### config.mk
export PLATFORM = sky130hd
export DESIGN_NAME = mod_prime_pow_inverse_unit
export DESIGN_NICKNAME = d
export VERILOG_FILES = /design/src/mppi_pkg.sv /design/src/mppi_modmul.sv /design/src/mppi_useq.sv /design/src/mod_prime_pow_inverse_unit.sv
export VERILOG_INCLUDE_DIRS = /design/src /design/src/src
export SDC_FILE = /design/constraint.sdc
export NUM_CORES = 2
export LEC_CHECK = 0
export ABC_AREA = 1
export BUFFER_PORTS_ARGS = -buffer_cell sky130_fd_sc_hd__buf_2
export CAP_MARGIN = 20
export CORE_MARGIN = 2
export CORE_UTILIZATION = 35
export DETAILED_ROUTE_END_ITERATION = 10
export HOLD_SLACK_MARGIN = 0.02
export SETUP_SLACK_MARGIN = 0.1
export SYNTH_ARGS = -nofsm -noshare
export SYNTH_HDL_FRONTEND = slang
export SYNTH_SLANG_ARGS = --single-unit
### constraint.sdc
create_clock -name clk -period 7.8 [get_ports clk]
set_clock_uncertainty 0.05 [all_clocks]
set_input_delay 0 -clock clk [delete_from_list [all_inputs] [get_ports clk]]
set_output_delay 0 -clock clk [all_outputs]
set_load 0.01 [all_outputs]
### src/mod_prime_pow_inverse_unit_defines.svh
// Assertion macros for the modular power / inverse unit.
// Included by every RTL file that carries concurrent assertions; no dependencies.
`ifndef MOD_PRIME_POW_INVERSE_UNIT_DEFINES_SVH
`define MOD_PRIME_POW_INVERSE_UNIT_DEFINES_SVH
`ifndef SYNTH
// Condition that must hold at every clock edge out of reset.
`define MPPI_ASSERT_ALWAYS(label, clk, rst_n, expr) \
    label: assert property (@(posedge clk) disable iff (!rst_n) (expr)) \
        else $error("mppi: invariant violated");
// Same-cycle implication.
`define MPPI_ASSERT_IMPL(label, clk, rst_n, ante, cons) \
    label: assert property (@(posedge clk) disable iff (!rst_n) (ante) |-> (cons)) \
        else $error("mppi: implication violated");
// Next-cycle implication.
`define MPPI_ASSERT_NEXT(label, clk, rst_n, ante, cons) \
    label: assert property (@(posedge clk) disable iff (!rst_n) (ante) |=> (cons)) \
        else $error("mppi: next-cycle implication violated");
`else
`define MPPI_ASSERT_ALWAYS(label, clk, rst_n, expr)
`define MPPI_ASSERT_IMPL(label, clk, rst_n, ante, cons)
`define MPPI_ASSERT_NEXT(label, clk, rst_n, ante, cons)
`endif
`endif

### src/mppi_pkg.sv
// Package for the modular power / inverse unit: modulus constants,
// microcode word types and the microcode ROM. No dependencies.
`timescale 1ns / 1ps

package mppi_pkg;

    localparam int unsigned RES_W  = 30;
    localparam int unsigned PROD_W = 2 * RES_W;

    localparam logic [RES_W-1:0] P_MOD      = 30'd1000000007;
    localparam logic [RES_W-1:0] FERMAT_EXP = 30'd1000000005;
    // floor(2^60 / P)
    localparam logic [30:0]      BARRETT_MU = 31'd1152921496;

    typedef logic [3:0] upc_t;

    localparam upc_t UPC_IDLE = 4'd0;
    localparam upc_t UPC_LOOP = 4'd6;
    localparam upc_t UPC_DONE = 4'd12;

    typedef enum logic [2:0] {
        UOP_IDLE,
        UOP_RED,
        UOP_NOP,
        UOP_ISQ,
        UOP_IAM,
        UOP_WSQ,
        UOP_WACC,
        UOP_DONE
    } uop_t;

    typedef enum logic [2:0] {
        JC_NEVER,
        JC_ALWAYS,
        JC_NO_START,
        JC_EXP_ZERO,
        JC_EXP_MORE
    } jcond_t;

    typedef struct packed {
        uop_t   op;
        jcond_t cond;
        upc_t   target;
    } uword_t;

    typedef struct packed {
        logic start;
        logic exp_zero;
        logic exp_more;
    } dp_status_t;

    function automatic uword_t ucode_rom(upc_t pc);
        uword_t w;
        unique case (pc)
            4'd0:    w = '{op: UOP_IDLE, cond: JC_NO_START, target: UPC_IDLE};
            4'd1:    w = '{op: UOP_RED,  cond: JC_NEVER,    target: UPC_IDLE};
            4'd2:    w = '{op: UOP_RED,  cond: JC_NEVER,    target: UPC_IDLE};
            4'd3:    w = '{op: UOP_RED,  cond: JC_NEVER,    target: UPC_IDLE};
            4'd4:    w = '{op: UOP_RED,  cond: JC_NEVER,    target: UPC_IDLE};
            4'd5:    w = '{op: UOP_NOP,  cond: JC_EXP_ZERO, target: UPC_DONE};
            4'd6:    w = '{op: UOP_ISQ,  cond: JC_NEVER,    target: UPC_IDLE};
            4'd7:    w = '{op: UOP_IAM,  cond: JC_NEVER,    target: UPC_IDLE};
            4'd8:    w = '{op: UOP_NOP,  cond: JC_NEVER,    target: UPC_IDLE};
            4'd9:    w = '{op: UOP_NOP,  cond: JC_NEVER,    target: UPC_IDLE};
            4'd10:   w = '{op: UOP_WSQ,  cond: JC_NEVER,    target: UPC_IDLE};
            4'd11:   w = '{op: UOP_WACC, cond: JC_EXP_MORE, target: UPC_LOOP};
            4'd12:   w = '{op: UOP_DONE, cond: JC_ALWAYS,   target: UPC_IDLE};
            default: w = '{op: UOP_NOP,  cond: JC_ALWAYS,   target: UPC_IDLE};
        endcase
        return w;
    endfunction

endpackage

### src/mppi_modmul.sv
// Pipelined modular multiplier: 30x30 product, Barrett reduction mod P.
// One request per cycle. Depends on mppi_pkg.
`timescale 1ns / 1ps
`include "mod_prime_pow_inverse_unit_defines.svh"

module mppi_modmul
    import mppi_pkg::*;
(
    input  logic             clk,
    input  logic             rst_n,
    input  logic             in_valid,
    input  logic [RES_W-1:0] a,
    input  logic [RES_W-1:0] b,
    output logic             out_valid,
    output logic [RES_W-1:0] y
);

    localparam logic [31:0] P_32  = {2'b00, P_MOD};
    localparam logic [31:0] P2_32 = P_32 + P_32;
    localparam logic [31:0] P3_32 = P2_32 + P_32;

    logic [3:0]        vld_reg;
    logic [PROD_W-1:0] prod_reg;
    logic [61:0]       q2_c;
    logic [30:0]       q3_reg;
    logic [31:0]       lo2_reg;
    logic [31:0]       qp_c;
    logic [31:0]       qp_reg;
    logic [31:0]       lo3_reg;
    logic [31:0]       r_c;
    logic [RES_W-1:0]  y_reg;

    assign q2_c = 62'(prod_reg[PROD_W-1:29]) * 62'(BARRETT_MU);
    assign qp_c = 32'(q3_reg) * P_32;       // only the low word is needed
    assign r_c  = lo3_reg - qp_reg;         // true remainder estimate < 3P

    always_ff @(posedge clk or negedge rst_n)
    begin
        if (!rst_n)
        begin
            vld_reg <= '0;
        end
        else
        begin
            vld_reg <= {vld_reg[2:0], in_valid};
        end
    end

    always_ff @(posedge clk)
    begin
        prod_reg <= PROD_W'(a) * PROD_W'(b);
        q3_reg   <= q2_c[61:31];
        lo2_reg  <= prod_reg[31:0];
        qp_reg   <= qp_c;
        lo3_reg  <= lo2_reg;
        if (r_c >= P2_32)
        begin
            y_reg <= RES_W'(r_c - P2_32);
        end
        else if (r_c >= P_32)
        begin
            y_reg <= RES_W'(r_c - P_32);
        end
        else
        begin
            y_reg <= RES_W'(r_c);
        end
    end

    assign out_valid = vld_reg[3];
    assign y         = y_reg;

    `MPPI_ASSERT_NEXT(a_mm_stage0, clk, rst_n, in_valid, vld_reg[0])
    `MPPI_ASSERT_IMPL(a_mm_barrett_bound, clk, rst_n, vld_reg[2], r_c < P3_32)
    `MPPI_ASSERT_IMPL(a_mm_reduced, clk, rst_n, out_valid, y < P_MOD)

endmodule

### src/mppi_useq.sv
// Microcode sequencer: step counter, control-word ROM and conditional jumps.
// Depends on mppi_pkg.
`timescale 1ns / 1ps
`include "mod_prime_pow_inverse_unit_defines.svh"

module mppi_useq
    import mppi_pkg::*;
(
    input  logic       clk,
    input  logic       rst_n,
    input  dp_status_t status,
    output uword_t     uword,
    output logic       idle
);

    upc_t   pc_reg;
    upc_t   pc_next;
    logic   take;
    uword_t w;

    assign w = ucode_rom(pc_reg);

    always_comb
    begin
        unique case (w.cond)
            JC_NEVER:    take = 1'b0;
            JC_ALWAYS:   take = 1'b1;
            JC_NO_START: take = !status.start;
            JC_EXP_ZERO: take = status.exp_zero;
            JC_EXP_MORE: take = status.exp_more;
            default:     take = 1'b1;
        endcase
    end

    assign pc_next = take ? w.target : pc_reg + 4'd1;

    always_ff @(posedge clk or negedge rst_n)
    begin
        if (!rst_n)
        begin
            pc_reg <= UPC_IDLE;
        end
        else
        begin
            pc_reg <= pc_next;
        end
    end

    assign uword = w;
    assign idle  = (pc_reg == UPC_IDLE);

    `MPPI_ASSERT_ALWAYS(a_sq_pc_range, clk, rst_n, pc_reg <= UPC_DONE)
    `MPPI_ASSERT_NEXT(a_sq_done_to_idle, clk, rst_n, pc_reg == UPC_DONE, pc_reg == UPC_IDLE)
    `MPPI_ASSERT_NEXT(a_sq_wait_idle, clk, rst_n, idle && !status.start, idle)

endmodule

### src/mod_prime_pow_inverse_unit.sv
// Top level of the modular power / Fermat inverse unit (modulus 1000000007).
// Depends on mppi_pkg, mppi_useq, mppi_modmul and the assertion header.
`timescale 1ns / 1ps
`include "mod_prime_pow_inverse_unit_defines.svh"

// Usage
//   Request channel: drive func, base and exponent with start high; the request
//   is taken at the rising edge where start is high and busy is low. busy stays
//   high until the result has been produced.
//   func = 0 computes base^exponent mod P, func = 1 computes base^(P-2) mod P,
//   the inverse (0 for a base that is a multiple of P). exponent = 0 gives 1.
//   Result channel: done is high for exactly one cycle with result valid in
//   that cycle. There is no back-pressure; the receiver must take it then.
//   busy is already low in the done cycle, so a new request can be taken then.
// Operation
//   The base is reduced with four compare-subtract steps, then the exponent is
//   scanned LSB first up to its highest set bit on the one shared modular
//   multiplier: for each bit the square and the multiply are issued back to
//   back, the square is written back, then the accumulator is updated if the
//   bit is set. A zero exponent goes to done right after the reduction. busy
//   stays high for the whole computation, so a new request waits until done.
// Reset
//   rst_n is asynchronous; it returns the sequencer to idle and clears done.
//   Only the low EXP_BITS bits of exponent are used.

module mod_prime_pow_inverse_unit
    import mppi_pkg::*;
#(
    parameter int unsigned EXP_BITS = 32
)
(
    input  logic             clk,
    input  logic             rst_n,
    input  logic             start,
    output logic             busy,
    input  logic             func,
    input  logic [31:0]      base,
    input  logic [31:0]      exponent,
    output logic             done,
    output logic [RES_W-1:0] result
);

    localparam logic [31:0] P_32 = {2'b00, P_MOD};

    dp_status_t status;
    uword_t     uword;
    logic       seq_idle;
    logic       accept;

    // datapath registers
    logic [31:0]         sq_reg;      // running square; holds the raw base while reducing
    logic [31:0]         sq_next;
    logic [RES_W-1:0]    acc_reg;
    logic [RES_W-1:0]    acc_next;
    logic [EXP_BITS-1:0] exp_reg;
    logic [EXP_BITS-1:0] exp_next;
    logic [RES_W-1:0]    result_reg;
    logic [RES_W-1:0]    result_next;
    logic                done_reg;
    logic                done_next;

    // multiplier hookup
    logic             mul_in_valid;
    logic [RES_W-1:0] mul_a;
    logic             mul_out_valid;
    logic [RES_W-1:0] mul_y;

    mppi_useq u_useq (
        .clk    (clk),
        .rst_n  (rst_n),
        .status (status),
        .uword  (uword),
        .idle   (seq_idle)
    );

    mppi_modmul u_modmul (
        .clk       (clk),
        .rst_n     (rst_n),
        .in_valid  (mul_in_valid),
        .a         (mul_a),
        .b         (sq_reg[RES_W-1:0]),
        .out_valid (mul_out_valid),
        .y         (mul_y)
    );

    assign busy   = !seq_idle;
    assign accept = start && seq_idle;

    assign status.start    = start;
    assign status.exp_zero = (exp_reg == '0);
    assign status.exp_more = (exp_reg[EXP_BITS-1:1] != '0);

    // square issues sq*sq, the following step issues acc*sq
    assign mul_in_valid = (uword.op == UOP_ISQ) || (uword.op == UOP_IAM);
    assign mul_a        = (uword.op == UOP_IAM) ? acc_reg : sq_reg[RES_W-1:0];

    always_comb
    begin
        sq_next     = sq_reg;
        acc_next    = acc_reg;
        exp_next    = exp_reg;
        result_next = result_reg;
        done_next   = 1'b0;
        unique case (uword.op)
            UOP_IDLE:
            begin
                if (accept)
                begin
                    sq_next  = base;
                    acc_next = RES_W'(1);
                    exp_next = func ? EXP_BITS'(FERMAT_EXP) : EXP_BITS'(exponent);
                end
            end
            UOP_RED:
            begin
                if (sq_reg >= P_32)
                begin
                    sq_next = sq_reg - P_32;
                end
            end
            UOP_WSQ:
            begin
                sq_next = {2'b00, mul_y};
            end
            UOP_WACC:
            begin
                if (exp_reg[0])
                begin
                    acc_next = mul_y;
                end
                exp_next = exp_reg >> 1;
            end
            UOP_DONE:
            begin
                done_next   = 1'b1;
                result_next = acc_reg;
            end
            UOP_NOP, UOP_ISQ, UOP_IAM:
            begin
            end
            default:
            begin
            end
        endcase
    end

    always_ff @(posedge clk or negedge rst_n)
    begin
        if (!rst_n)
        begin
            done_reg <= 1'b0;
        end
        else
        begin
            done_reg <= done_next;
        end
    end

    always_ff @(posedge clk)
    begin
        sq_reg     <= sq_next;
        acc_reg    <= acc_next;
        exp_reg    <= exp_next;
        result_reg <= result_next;
    end

    assign done   = done_reg;
    assign result = result_reg;

    `MPPI_ASSERT_IMPL(a_top_done_not_busy, clk, rst_n, done, !busy)
    `MPPI_ASSERT_NEXT(a_top_accept_busy, clk, rst_n, accept, busy)
    `MPPI_ASSERT_IMPL(a_top_mul_writeback, clk, rst_n, uword.op == UOP_WSQ || uword.op == UOP_WACC, mul_out_valid)

endmodule
---- Word level (Yosys, flattened, before mapping) ----
Memory sizes are Yosys's and may differ from the RTL's.
Cells that the tools add are included.
storage, ports and cells
  flip-flop bits (word level) ............. 346
  memory bits (read-only) ................. 144
  input bits .............................. 68
  output and inout bits ................... 32
  word-level logic and storage cells ...... 63
  memories ................................ 1
memory list
  name              words  width  rd ports  clocked after memory_dff  wr ports  RTL line        text
  (name not given)  16     9      1         0                         0         mppi_pkg.sv:54  unique case (pc)
operators by class
  $add $sub $neg .......................... 5
  multipliers ............................. 3
  $lt $le $gt $ge ......................... 3
  eq/ne operators ......................... 11
  muxes and demuxes ....................... 15
  reductions and logical operators ........ 13
operators by type and width
  kind                                                    count
  two-way mux 30 bit                                      5
  two-way mux 32 bit                                      4
  one-hot mux 32 bit (3 select lines)                     1
  >= comparator 32 x 30 -> 1 bit (second input constant)  2
  one-hot mux 32 bit (2 select lines)                     1
  multiplier 30 x 30 -> 60 bit                            1
  one-hot mux 30 bit (2 select lines)                     1
  subtractor 30 bit (second input constant)               2
  multiplier 31 x 28 -> 59 bit (second input constant)    1
  >= comparator 32 x 31 -> 1 bit (second input constant)  1
  zero test 32 bit                                        1
  multiplier 31 x 30 -> 32 bit (second input constant)    1
  subtractor 32 x 30 -> 32 bit (second input constant)    1
  subtractor 32 bit                                       1
  nonzero test 31 bit                                     1
  equality test 3 bit (second input constant)             5
  equality test 3 x 2 -> 1 bit (second input constant)    2
  zero test 3 bit                                         2
  inequality test 2 bit (second input constant)           3
  AND reduction 3 bit                                     2
  adder 4 x 1 -> 4 bit (second input constant)            1
  zero test 4 bit                                         1
  two-way mux 4 bit                                       1
  one-hot mux 1 bit (4 select lines)                      1
  other kinds (7)                                         8

---- Depth between registers and ports, before layout ----
  word-level depth ........................ 4
  depth in mapped cells ................... 46
  mapped depth without buffers ............ 44

---- By module ----
From an unflattened synthesis, not the netlist that was laid out.
unflattened totals
  cells, all modules ...................... 8457
  area, all modules ....................... 68829.8 µm²
by module, submodules not included
  module                      instances  cells each  area an instance (µm²)  sequential area each (µm²)
  mppi_modmul                 1          7599        61472.7                 4444.3
  mod_prime_pow_inverse_unit  1          800         6896.6                  3748.6
  mppi_useq                   1          58          460.4                   100.1

---- Worst setup path before layout ----
OpenSTA, ideal clock, no wires.
  path kind ............................... reg2reg
  start point ............................. register u_useq.pc_reg[0]
  end point ............................... register u_modmul.prod_reg[48]
  setup time .............................. 120 ps
  arrival ................................. 8117 ps
  data required time ...................... 7630 ps
  slack ................................... -487 ps
  cell stages (with the launch flop) ...... 40
  buffers on the path ..................... 2
  clock period less this slack ............ 8287 ps
  path through ............................ dfrtp_1 > inv_1 > ha_1 > nor2_1 > o22ai_1 > inv_1 > nand2_1 > nor2_1 > inv_2 > clkbuf_1 > nor2_1 > nor2_1 > a21oi_1 > clkbuf_1 > nor2_1 > fa_1 > fa_1 > fa_1 > (+4 left out) > fa_1 > fa_1 > inv_1 > fa_1 > inv_1 > ha_1 > nand2_1 > nor2_1 > nand2_1 > inv_1 > nand3_1 > o211ai_1 > a21oi_1 > nor2_1 > nor2_1 > o21bai_1 > a21oi_1 > xnor2_1
on the way
  word-level cells in the longest chain between the ends .. 4
ends and longest elaborated chain
  item                          RTL line                          text
  start: declaration            mppi_useq.sv:16                   upc_t pc_reg;
  start signal: assignment      mppi_useq.sv:45                   pc_reg <= pc_next;
  memory (16 x 9 bit)           -
  equality test 3 bit           mod_prime_pow_inverse_unit.sv:95  assign mul_a = (uword.op == UOP_IAM) ? acc_reg : sq_reg[RES_W-1:0];
  two-way mux 30 bit            mod_prime_pow_inverse_unit.sv:95
  multiplier 30 x 30 -> 60 bit  mppi_modmul.sv:51                 prod_reg <= PROD_W'(a) * PROD_W'(b);
  end signal: assignment        mppi_modmul.sv:51
  end: declaration              mppi_modmul.sv:23                 logic [PROD_W-1:0] prod_reg;
Every way passes these cells.
A chain may end at the register's enable or synchronous reset.

---- Final worst setup path ----
  start point ............................. register u_useq.pc_reg[1]
  end point ............................... register u_modmul.prod_reg[43]
The elaborated chain is that of the path after synthesis.

==> metrics <==
sequential fraction of the synthesis area=12.4%; Area Overhead vs Synth=17.5%; global route total overflow=0; max FFs per register=60; RSZ-0062 raised after global routing=yes; Filler Cell Count=18900; Synth cell types=67; die height=439 microns; worst setup path start=u_useq.pc_reg[1]$_DFF_PN0_; minimum clock period=8630 ps; Worst-path clk slew=70 ps; reg2reg setup slack=-830 ps; Die ar.=193000 sq um; failing checks=DRC, setup timing; cell taking the most area after synthesis=fa_1; CTS Buf Count=39; Post-Synthesis Cells=7793; Setup Crit Path Kind=flop to flop; Required @ worst endpoint=8280 ps; synth top area cells=fa_1 37%, ha_1 15%, inv_1 11%; dpl hpwl=198 mm; Worst R2R Path Depth=40; max-slew violations=0; Ports=100; number of synthesized flops with an enable pin=124; endpoints failing setup=42; number of synthesized register bits=346; Residual DRC=10; CP arrival=9110 ps; Antenna Violating Nets Remaining=0; Tot GR Track Use=24.1%; first-pass GRT wire length=351 mm; synthesized area=66200 sq um; final period utilization=111%; vias per cell=4.98; Achievable Freq=116 MHz; final hold violation count=0; Max FO, Critical Path=16; Top FF cell, synth=dfxtp_1; Tightest Pin Transition=1130 ps; Synth Area per Inst=8.49 sq um; Final Util=41.4%; Port Buf Inserts=99; H-tree lvl count=2; synth warn=0; reg2reg end=u_modmul.prod_reg[43]$_DFF_P_; CTS tree=yes; outcome=finished with violations; Hold Crit Depth=4; syn nets=9889; Rows=159; slowest CP cell=fa_2; Initial Util=35.2%; Die W=439 microns; ys async rst share=1.45%; Clk Latency, worst-skew pair=590 ps; drt wl/cell=20.9 microns; largest net degree at the start of global routing=50; delay-heaviest family, CP=adder cells; Initial DRT Pass Iterations=9; layout cells sized above 1=14.3%; Maximum Capacitance Violations=0; clock tree sinks=346; CP most frequent cell=fa_1; CTS Buffer Depth=3; Yosys top cell area share=37.0%; layout net count=10600; via count=54800; max incr delay on CP=620 ps; HP Start=exponent[4]; hold endpoint=exp_reg[4]$_DFFE_PP_; clock root cell=clkbuf_16; core footprint=188000 sq um; relative slew slack=24.8%; Startpoint Class=flop; final worst setup slack=-833 ps; Setup crit end kind=flop; most frequent cells in the layout=1862 x inv_1, 1255 x nand2_1, 1187 x fa_1, 800 x nor2_1, 776 x ha_1; 1st-iter DRT viols=4797; WP buf/inv=12; final wirelength=230 mm; GP Congestion=1.00; hold crit path type=input pin to flop; number of global-route vias before repair=57200; RR Startpoint=u_useq.pc_reg[1]$_DFF_PN0_; initial antenna violation count=13; most common cell after layout, fill and taps aside=inv_1
cell usage after synthesis (39+ instances only):
library cell	number
nor2_1	851
a21oi_1	230
o211ai_1	39
dfxtp_1	217
o21ai_0	162
nand3_1	178
inv_1	1896
nand4_1	54
xor2_1	111
fa_1	1224
a31oi_1	41
clkbuf_1	168
xnor2_1	69
nand2_1	1272
ha_1	804
edfxtp_1	124
logic make-up (layout without fill, tap and decap cells):
group | count (synthesis) | in the layout | synth area share, %
AND/OR/NAND/NOR | 2496 | 2496 | 15.4
buffers and inverters | 2129 | 2841 | 12.2
adder cells (fa/ha/maj) | 2028 | 2028 | 52.2
AO/OA/AOI/OAI | 613 | 613 | 5.46
flip-flops | 346 | 346 | 12.4
XOR/XNOR | 181 | 181 | 2.41
other | 0 | 3 | 0
tightest hold or removal path: cells and delay by family:
family	cells	cell delay (ps)
buf+inv	2	620
simple gates	1	40
compound gates	1	60
metrics by stage:
step | std cells | instance area [sq um] | setup WS (ps) | hold slack [ps] | TNS [ps]
final | 11000 | 77700 | -833 | 198 | -23280
after global placement | 10800 | 74200 | -1040 | -210 | -29940
after CTS | 11000 | 77100 | -718 | 145 | -20730
after global routing | 11000 | 77700 | -1080 | 202 | -32760
after floorplan | 7793 | 67000 | -59.9 | -346 | -225
after detailed placement | 10800 | 74200 | -1070 | -215 | -31420
worst max-delay path by stage:
| stage | end | slack, ps | cells after the start |
|---|---|---|---|
| after detailed placement | u_modmul.prod_reg[57]$_DFF_P_ | -1070 | 33 |
| after global placement | u_modmul.prod_reg[57]$_DFF_P_ | -1040 | 33 |
| final | u_modmul.prod_reg[43]$_DFF_P_ | -830 | 40 |
| after global routing | u_modmul.prod_reg[59]$_DFF_P_ | -1080 | 41 |
| after CTS | u_modmul.prod_reg[57]$_DFF_P_ | -720 | 40 |
| after floorplan | u_modmul.prod_reg[58]$_DFF_P_ | -60 | 37 |
layer usage:
layer | up-vias | part of all wire (%) | wire length [microns] | track usage [%]
met1 | 27200 | 43 | 98100 | 33.5
met5 | - | 0.023 | 52 | 0
met2 | 2288 | 45 | 103000 | 38.0
met4 | 6 | 3.9 | 8890 | 7.77
li1 | 24800 | - | - | -
met3 | 393 | 8.5 | 19500 | 4.29
what timing repair did:
| item | in CTS | in global routing |
|---|---|---|
| setup buffers | 55 | 26 |
| hold endpoints to repair | 70 | 0 |
| hold buffers | 67 | 0 |
| cloned | 0 | 1 |
| pin swaps | 69 | 53 |
| setup endpoints to repair | 45 | 47 |
| gates resized for setup | 136 | 117 |
final cells by class:
cell class                      count  area, sq um  area share, %
Tap cell                         2495         3120           4.02
Antenna cell                        3         7.51        0.00966
Timing Repair Buffer              829         6620           8.52
Multi-Input combinational cell   5318        51200           65.9
Clock inverter                     21          199          0.256
Clock buffer                       50         1060           1.36
Inverter                         1941         7300           9.40
Sequential cell                   346         8190           10.5
Power is not shown: default switching activity piles up to over one toggle a cycle in this logic, so the estimate is an artifact.
